**config.mk**
```make
export PLATFORM = sky130hd
export DESIGN_NAME = tw_round
export DESIGN_NICKNAME = d
export VERILOG_FILES = /design/src/design/tw_pkg.sv /design/src/design/tw_round.sv
export SDC_FILE = /design/constraint.sdc
export NUM_CORES = 1
export LEC_CHECK = 0
export BUFFER_PORTS_ARGS = -buffer_cell sky130_fd_sc_hd__clkbuf_2
export CORE_MARGIN = 10
export CORE_UTILIZATION = 50
export CTS_CLUSTER_SIZE = 24
export DETAILED_ROUTE_END_ITERATION = 16
export HOLD_SLACK_MARGIN = 0.06
export PLACE_DENSITY = 0.83
export SYNTH_ARGS = -nofsm -noshare
export SYNTH_HDL_FRONTEND = slang
export SYNTH_SLANG_ARGS = --single-unit
```
**constraint.sdc**
```tcl
create_clock -name clk -period 0.8 [get_ports clk]
set_clock_uncertainty 0.15 [all_clocks]
set_input_delay 0.12 -clock clk [delete_from_list [all_inputs] [get_ports clk]]
set_output_delay 0.12 -clock clk [all_outputs]
set_load 0.01 [all_outputs]
```
**src/design/tw_pkg.sv**
```systemverilog
`timescale 1ns / 1ps
// Package for the 3-Way block cipher: word types, round constants, theta and mu.
// Depends on nothing; used by tw_round and threeway_block_cipher.
package tw_pkg;

    localparam int unsigned ROUNDS  = 11;
    localparam int unsigned LATENCY = ROUNDS + 2;

    localparam logic [15:0] START_ENC = 16'h0B0B;
    localparam logic [15:0] START_DEC = 16'hB1B1;
    localparam logic [16:0] LFSR_POLY = 17'h11011;
    localparam logic [16:0] LFSR_TOP  = 17'h10000;

    localparam int unsigned ADDR_W = 4;

    // Register indexes on the configuration port
    localparam logic [1:0] REG_KEY_0 = 2'd0;
    localparam logic [1:0] REG_KEY_1 = 2'd1;
    localparam logic [1:0] REG_KEY_2 = 2'd2;

    localparam logic CMD_ENCRYPT = 1'b0;
    localparam logic CMD_DECRYPT = 1'b1;

    // Element [0] is word 0 (bytes 0..3)
    typedef logic [2:0][31:0] block_t;

    typedef struct packed {
        logic        command;
        logic [31:0] data_word_0;
        logic [31:0] data_word_1;
        logic [31:0] data_word_2;
    } data_t;

    typedef struct packed {
        logic [31:0] result_word_0;
        logic [31:0] result_word_1;
        logic [31:0] result_word_2;
    } result_t;

    // One pipeline stage: valid bit, command and block travel together
    typedef struct packed {
        logic   valid;
        logic   command;
        block_t block;
    } stage_t;

    function automatic logic [15:0] rc_next(input logic [15:0] s);
        logic [16:0] t;
        t = {s, 1'b0};
        if ((t & LFSR_TOP) != 17'd0)
        begin
            t = t ^ LFSR_POLY;
        end
        return t[15:0];
    endfunction

    // Round constant after a given number of LFSR steps from the seed (at most 16 steps)
    function automatic logic [15:0] rc_at(input logic [15:0] seed, input int unsigned steps);
        logic [15:0] s;
        s = seed;
        for (int unsigned i = 0; i < 16; i++)
        begin
            if (i < steps)
            begin
                s = rc_next(s);
            end
        end
        return s;
    endfunction

    function automatic logic [31:0] theta_word(input logic [31:0] x, input logic [31:0] y,
                                               input logic [31:0] z);
        return x ^ (x >> 16) ^ (y << 16) ^ (y >> 16) ^ (z << 16) ^
               (y >> 24) ^ (z << 8) ^ (z >> 8) ^ (x << 24) ^ (z >> 16) ^
               (x << 16) ^ (z >> 24) ^ (x << 8);
    endfunction

    function automatic block_t theta(input block_t w);
        block_t r;
        r[0] = theta_word(w[0], w[1], w[2]);
        r[1] = theta_word(w[1], w[2], w[0]);
        r[2] = theta_word(w[2], w[0], w[1]);
        return r;
    endfunction

    function automatic logic [31:0] rev32(input logic [31:0] x);
        logic [31:0] r;
        for (int i = 0; i < 32; i++)
        begin
            r[i] = x[31 - i];
        end
        return r;
    endfunction

    // mu: reverse the whole 96-bit block
    function automatic block_t mu(input block_t w);
        block_t r;
        r[0] = rev32(w[2]);
        r[1] = rev32(w[1]);
        r[2] = rev32(w[0]);
        return r;
    endfunction

endpackage

```
**src/design/tw_round.sv**
```systemverilog
`timescale 1ns / 1ps
// One registered 3-Way round: key and constant add, theta, pi_1, gamma, pi_2.
// Depends on tw_pkg.
module tw_round (
    input  logic            clk,
    input  logic            rst_n,
    input  tw_pkg::stage_t  stage_in,
    input  tw_pkg::block_t  key_enc,
    input  tw_pkg::block_t  key_dec,
    input  logic [15:0]     rc_enc,
    input  logic [15:0]     rc_dec,
    output tw_pkg::stage_t  stage_out
);

    tw_pkg::block_t key;
    logic [15:0]    rc;
    tw_pkg::block_t keyed;
    tw_pkg::block_t mixed;
    tw_pkg::block_t rot1;
    tw_pkg::block_t nonlin;
    tw_pkg::block_t round_next;
    logic           valid_reg;
    logic           command_reg;
    tw_pkg::block_t block_reg;

    always_comb
    begin
        key = (stage_in.command == tw_pkg::CMD_DECRYPT) ? key_dec : key_enc;
        rc  = (stage_in.command == tw_pkg::CMD_DECRYPT) ? rc_dec : rc_enc;

        keyed[0] = stage_in.block[0] ^ key[0] ^ {rc, 16'h0000};
        keyed[1] = stage_in.block[1] ^ key[1];
        keyed[2] = stage_in.block[2] ^ key[2] ^ {16'h0000, rc};

        mixed = tw_pkg::theta(keyed);

        rot1[0] = {mixed[0][9:0], mixed[0][31:10]};
        rot1[1] = mixed[1];
        rot1[2] = {mixed[2][30:0], mixed[2][31]};

        nonlin[0] = rot1[0] ^ (rot1[1] | ~rot1[2]);
        nonlin[1] = rot1[1] ^ (rot1[2] | ~rot1[0]);
        nonlin[2] = rot1[2] ^ (rot1[0] | ~rot1[1]);

        round_next[0] = {nonlin[0][30:0], nonlin[0][31]};
        round_next[1] = nonlin[1];
        round_next[2] = {nonlin[2][9:0], nonlin[2][31:10]};
    end

    always_ff @(posedge clk or negedge rst_n)
    begin
        if (!rst_n)
        begin
            valid_reg <= 1'b0;
        end
        else
        begin
            valid_reg <= stage_in.valid;
        end
    end

    always_ff @(posedge clk)
    begin
        command_reg <= stage_in.command;
        block_reg   <= round_next;
    end

    assign stage_out = '{valid: valid_reg, command: command_reg, block: block_reg};

    a_valid_follows: assert property (@(posedge clk) disable iff (!rst_n)
        stage_in.valid |=> stage_out.valid)
        else $error("round stage dropped a valid word");

    a_no_spurious: assert property (@(posedge clk) disable iff (!rst_n)
        !stage_in.valid |=> !stage_out.valid)
        else $error("round stage invented a word");

    a_command_follows: assert property (@(posedge clk) disable iff (!rst_n)
        stage_in.valid |=> (stage_out.command == $past(stage_in.command)))
        else $error("round stage lost the command bit");

endmodule

```
==> impl_metrics.yaml, run 1 <==
clock_tree:
  htreeDepth: 3
  cts_sinks: 98
  clock_tree.root_cell: "clkbuf_16"
  cts_buffer_depth: 2
  numCtsBuffers: 9
synth:
  synth_warnings: 0
  netlist-cell-type-count: 20
  synthTopCellsByArea: "xnor2_1 21%, dfxtp_1 19%, xnor3_1 18%"
  synth_top_cell_area_share: 0.213
  yosys.area.top_type: "xnor2_1"
  syn_nets: 1195
  ys_seq_area_frac: 0.194
  synthCells: 871
  syn_area_sq_um: 10100
  avgSynthCellArea_sq_um: 11.6
  ys_seq_elements: 98
place:
  pre_cts_ws_ns: -1.84
  portBuffers: 421
  hpwl_microns: 30400
  gp_congestion: 0.904
  post_dp_cell_area_sq_um: 15300
run_status:
  haltStage: "5_1_grt"
  status: "did not finish"
  first-error: "[ERROR GRT-0232] Routing congestion too high. Check the congestion heatmap in the GUI."
global_route:
  grt_overflow_total: 1664
  track_usage: 0.901
  grt_max_degree: 20
  grt_antenna_before_repair: 23
floorplan:
  rows: 52
  chipWidth_microns: 162
  fp.dieH_microns: 162
  io_pins: 422
  initial_core_util: 0.505
timing:
  endpoint_type: "sequential cell input"
  crit_endpoint: "stage_out[25]$_DFF_P_/D"
[timing repair]
item                                   in CTS
pin swaps                                  69
endpoints found under the hold margin       2
hold buffers                                2
cloned                                      5
setup buffers                              41
gates resized for setup                   257
setup endpoints to repair                 194
[cells by family after synthesis]
group | share of synthesized area
AOI/OAI and AO/OA | 0.000493
xor gates and xnor gates | 0.649
buffers and inverters | 0.0157
DFF | 0.194
muxes | 0.0977
and+or+nand+nor | 0.0428
[metrics by stage]
stage / std cells / utilization / TNS (ns)
2_1_floorplan: 871 / - / -131.81
3_3_place_gp: 1786 / 0.759 / -157.34
3_5_place_dp: 1786 / 0.759 / -163.02
4_1_cts: 1848 / 0.868 / -148.60
[synth_stat cells]
cell type and count:
xor2_2 9, buf_4 2, xnor2_1 247, nor2_1 34, xnor3_1 81, buf_6 7
buf_12 1, or2_0 1, dfrtp_1 1, xnor2_2 41, nand2b_1 10, mux2i_1 99
nand2_1 35, xor2_1 174, dfxtp_1 97, buf_8 3, nor2b_1 17, a21oi_1 1
xor3_2 1, xor3_1 10
[layer usage]
layer  overflow  track usage
met4        441         1.07
met1          5        0.791
met3         11        0.711
met2       1202         1.16
met5          5        0.263
==> inputs of run 2 (changes only) <==
CORE_UTILIZATION = 35   (was 50)
CTS_CLUSTER_SIZE = default   (was 24)
HOLD_SLACK_MARGIN = default   (was 0.06)
PLACE_DENSITY = default   (was 0.83)
PLACE_DENSITY_LB_ADDON = 0.15   (was default)
==> run 2 against run 1 <==
  * The flow now finishes, with violations (hold timing, setup timing)
  * Synthesized area is the same
  * Synthesized cell count is the same
==> impl_metrics.yaml, run 2 <==
global_route:
  grt_antenna_before_repair: 1
  grt_pass1_wl_microns: 55400
  grt_overflow_total: 0
  grt_max_degree: 19
  track_usage: 0.200
  grt_pass1_vias: 9620
worst_setup_path:
  cp_max_fo: 6
  end_kind: "flop"
  cp.arrival_ns: 2.23
  critPathLaunchType: "input pin"
  critPathKind: "in2reg"
  worst_ep_required_time_ns: 0.90
clock_tree:
  holdBufCountCts: 2
  cts_buffer_depth: 2
  clock_tree.root_cell: "clkbuf_16"
  cts_tree: "built"
  numCtsBuffers: 9
  path_clk_slew_ns: 0.08
  htreeDepth: 3
  cts_sinks: 98
synth:
  synth_top_cell_area_share: 0.213
  synthArstFlopShare: 0.0102
  yosys.area.top_type: "xnor2_1"
  ys_seq_elements: 98
  synth_edf_count: 0
  synthCells: 871
  synthTopCellsByArea: "xnor2_1 21%, dfxtp_1 19%, xnor3_1 18%"
  yosysMostFrequentCell: "xnor2_1"
  synth_common_cells: "247 x xnor2_1, 174 x xor2_1, 99 x mux2i_1"
  avgSynthCellArea_sq_um: 11.6
  syn_area_sq_um: 10100
  synth_top_flop_cell: "dfxtp_1"
  syn_nets: 1195
  netlist-cell-type-count: 20
  ys_seq_area_frac: 0.194
  synth_warnings: 0
place:
  gp_congestion: 0.869
  pre_cts_ws_ns: -1.88
  portBuffers: 421
  post_dp_cell_area_sq_um: 15400
  hpwl_microns: 30900
floorplan:
  coreArea_sq_um: 28600
  io_pins: 422
  die_area_sq_um: 36200
  rows: 62
  initial_core_util: 0.354
  chipWidth_microns: 190
  fp.dieH_microns: 190
run_status:
  status: "finished with violations"
  violations: "hold timing, setup timing"
timing:
  finalSetupViolCount: 194
  report.final.hold_viol_count: 2
  worst_slack_ns: -1.32
  fin_tns_setup_ns: -145.46
  tightest_slew_ns: 0.435
  whs_ns: -0.0811
  rsz0062_at_grt: "yes"
  max_freq_mhz: 471
  finalCritPeriodShare: 2.66
  max_slew_margin: 0.709
  layout_min_cycle_time_ns: 2.12
  finalMaxSlewViolations: 0
final_layout:
  final_common_cell: "clkbuf_2"
  layout-drive-gt1-share: 0.800
  area_delta_synth_final_pct: 102
  largest_reg_flops: 96
  nets: 1967
  final_cell_mix: "323 x clkbuf_2, 250 x buf_4, 144 x xnor2_2"
  final_cell_area_sq_um: 20500
  fillers: 1917
power_and_ir_drop:
  p_per_area_nw_per_um2: 3820
  p_leak_nw: 9.81
  vdd_drop_max_v: 0.00176
  fin_total_pwr_mw: 78.3
routing:
  viasPerCell: 4.39
  first_pass_iters: 4
  antenna_left: 0
  drtIter0Drc: 197
  wl_per_cell_microns: 19.7
  vias: 8924
  drt_wl_total_microns: 40100
  drc_errors: 0
min_path:
  min_path_type: "in2async"
job:
  cap_violations: 0
==> run 2: cells by family after synthesis <==
group | share of synthesized area
AND/OR/NAND/NOR | 0.0428
XOR/XNOR | 0.649
AO/OA/AOI/OAI | 0.000493
flip-flops | 0.194
buffers and inverters | 0.0157
multiplexers | 0.0977
==> run 2: area by class of cell <==
class / count / area (sq um) / area share
multi-input combinational: 760 / 11600 / 0.567
timing repair buffer: 774 / 6020 / 0.293
sequential: 98 / 2060 / 0.100
tap: 384 / 480 / 0.0234
clock buffer: 9 / 225 / 0.0110
clock inverter: 7 / 108 / 0.00524
antenna: 1 / 2.50 / 0.000122
==> run 2: final timing paths <==
| kind | start | slack (ns) | to |
|---|---|---|---|
| worst max-delay path | stage_in[96] | -1.32 | stage_out[16] |
| worst min-delay path | rst_n | -0.08 | valid_reg |
| max in group asynchronous | rst_n | 0.50 | valid_reg |
| min in group clk | stage_in[96] | -0.07 | command_reg |
==> run 2: report_power, final <==
| group | internal, mW | total [mW] | switching (mW) |
|---|---|---|---|
| Clock | 2.81 | 5.00 | 2.19 |
| Combinational | 36.2 | 63.1 | 26.9 |
| Sequential | 8.77 | 10.3 | 1.49 |
==> run 2: per-stage QoR <==
stage / util / cells
finish: 0.717 / 2033
global route: 0.717 / 2032
CTS: 0.630 / 1976
detailed placement: 0.537 / 1901
global placement: 0.537 / 1901
floorplan: - / 871
==> run 2: worst max-delay path, cell delays in order <==
cell     delay, ns
buf_16        0.13
buf_12        0.14
mux2i_2       0.23
xnor2_1       0.16
buf_4         0.19
xnor3_1       0.45
xnor2_2       0.17
xor2_1        0.18
buf_4         0.15
nor2_1        0.14
xnor2_1       0.16
==> run 2: repair_timing <==
action / in CTS / in global routing
endpoints found under the setup margin: 194 / 194
resized for setup: 341 / 435
pin swaps: 73 / 134
gates cloned: 6 / 1
setup buffers: 54 / 63
endpoints found under the hold margin: 3 / 2
==> run 2: layer usage <==
layer | track usage | vias to the layer above | wire length [microns]
li1 | - | 4319 | -
met1 | 0.240 | 4318 | 15700
met2 | 0.359 | 259 | 21600
met3 | 0.0474 | 28 | 2340
met4 | 0.0345 | 0 | 499
met5 | 0 | - | 0
No activity file was read; power rests on OpenSTA's default activity.
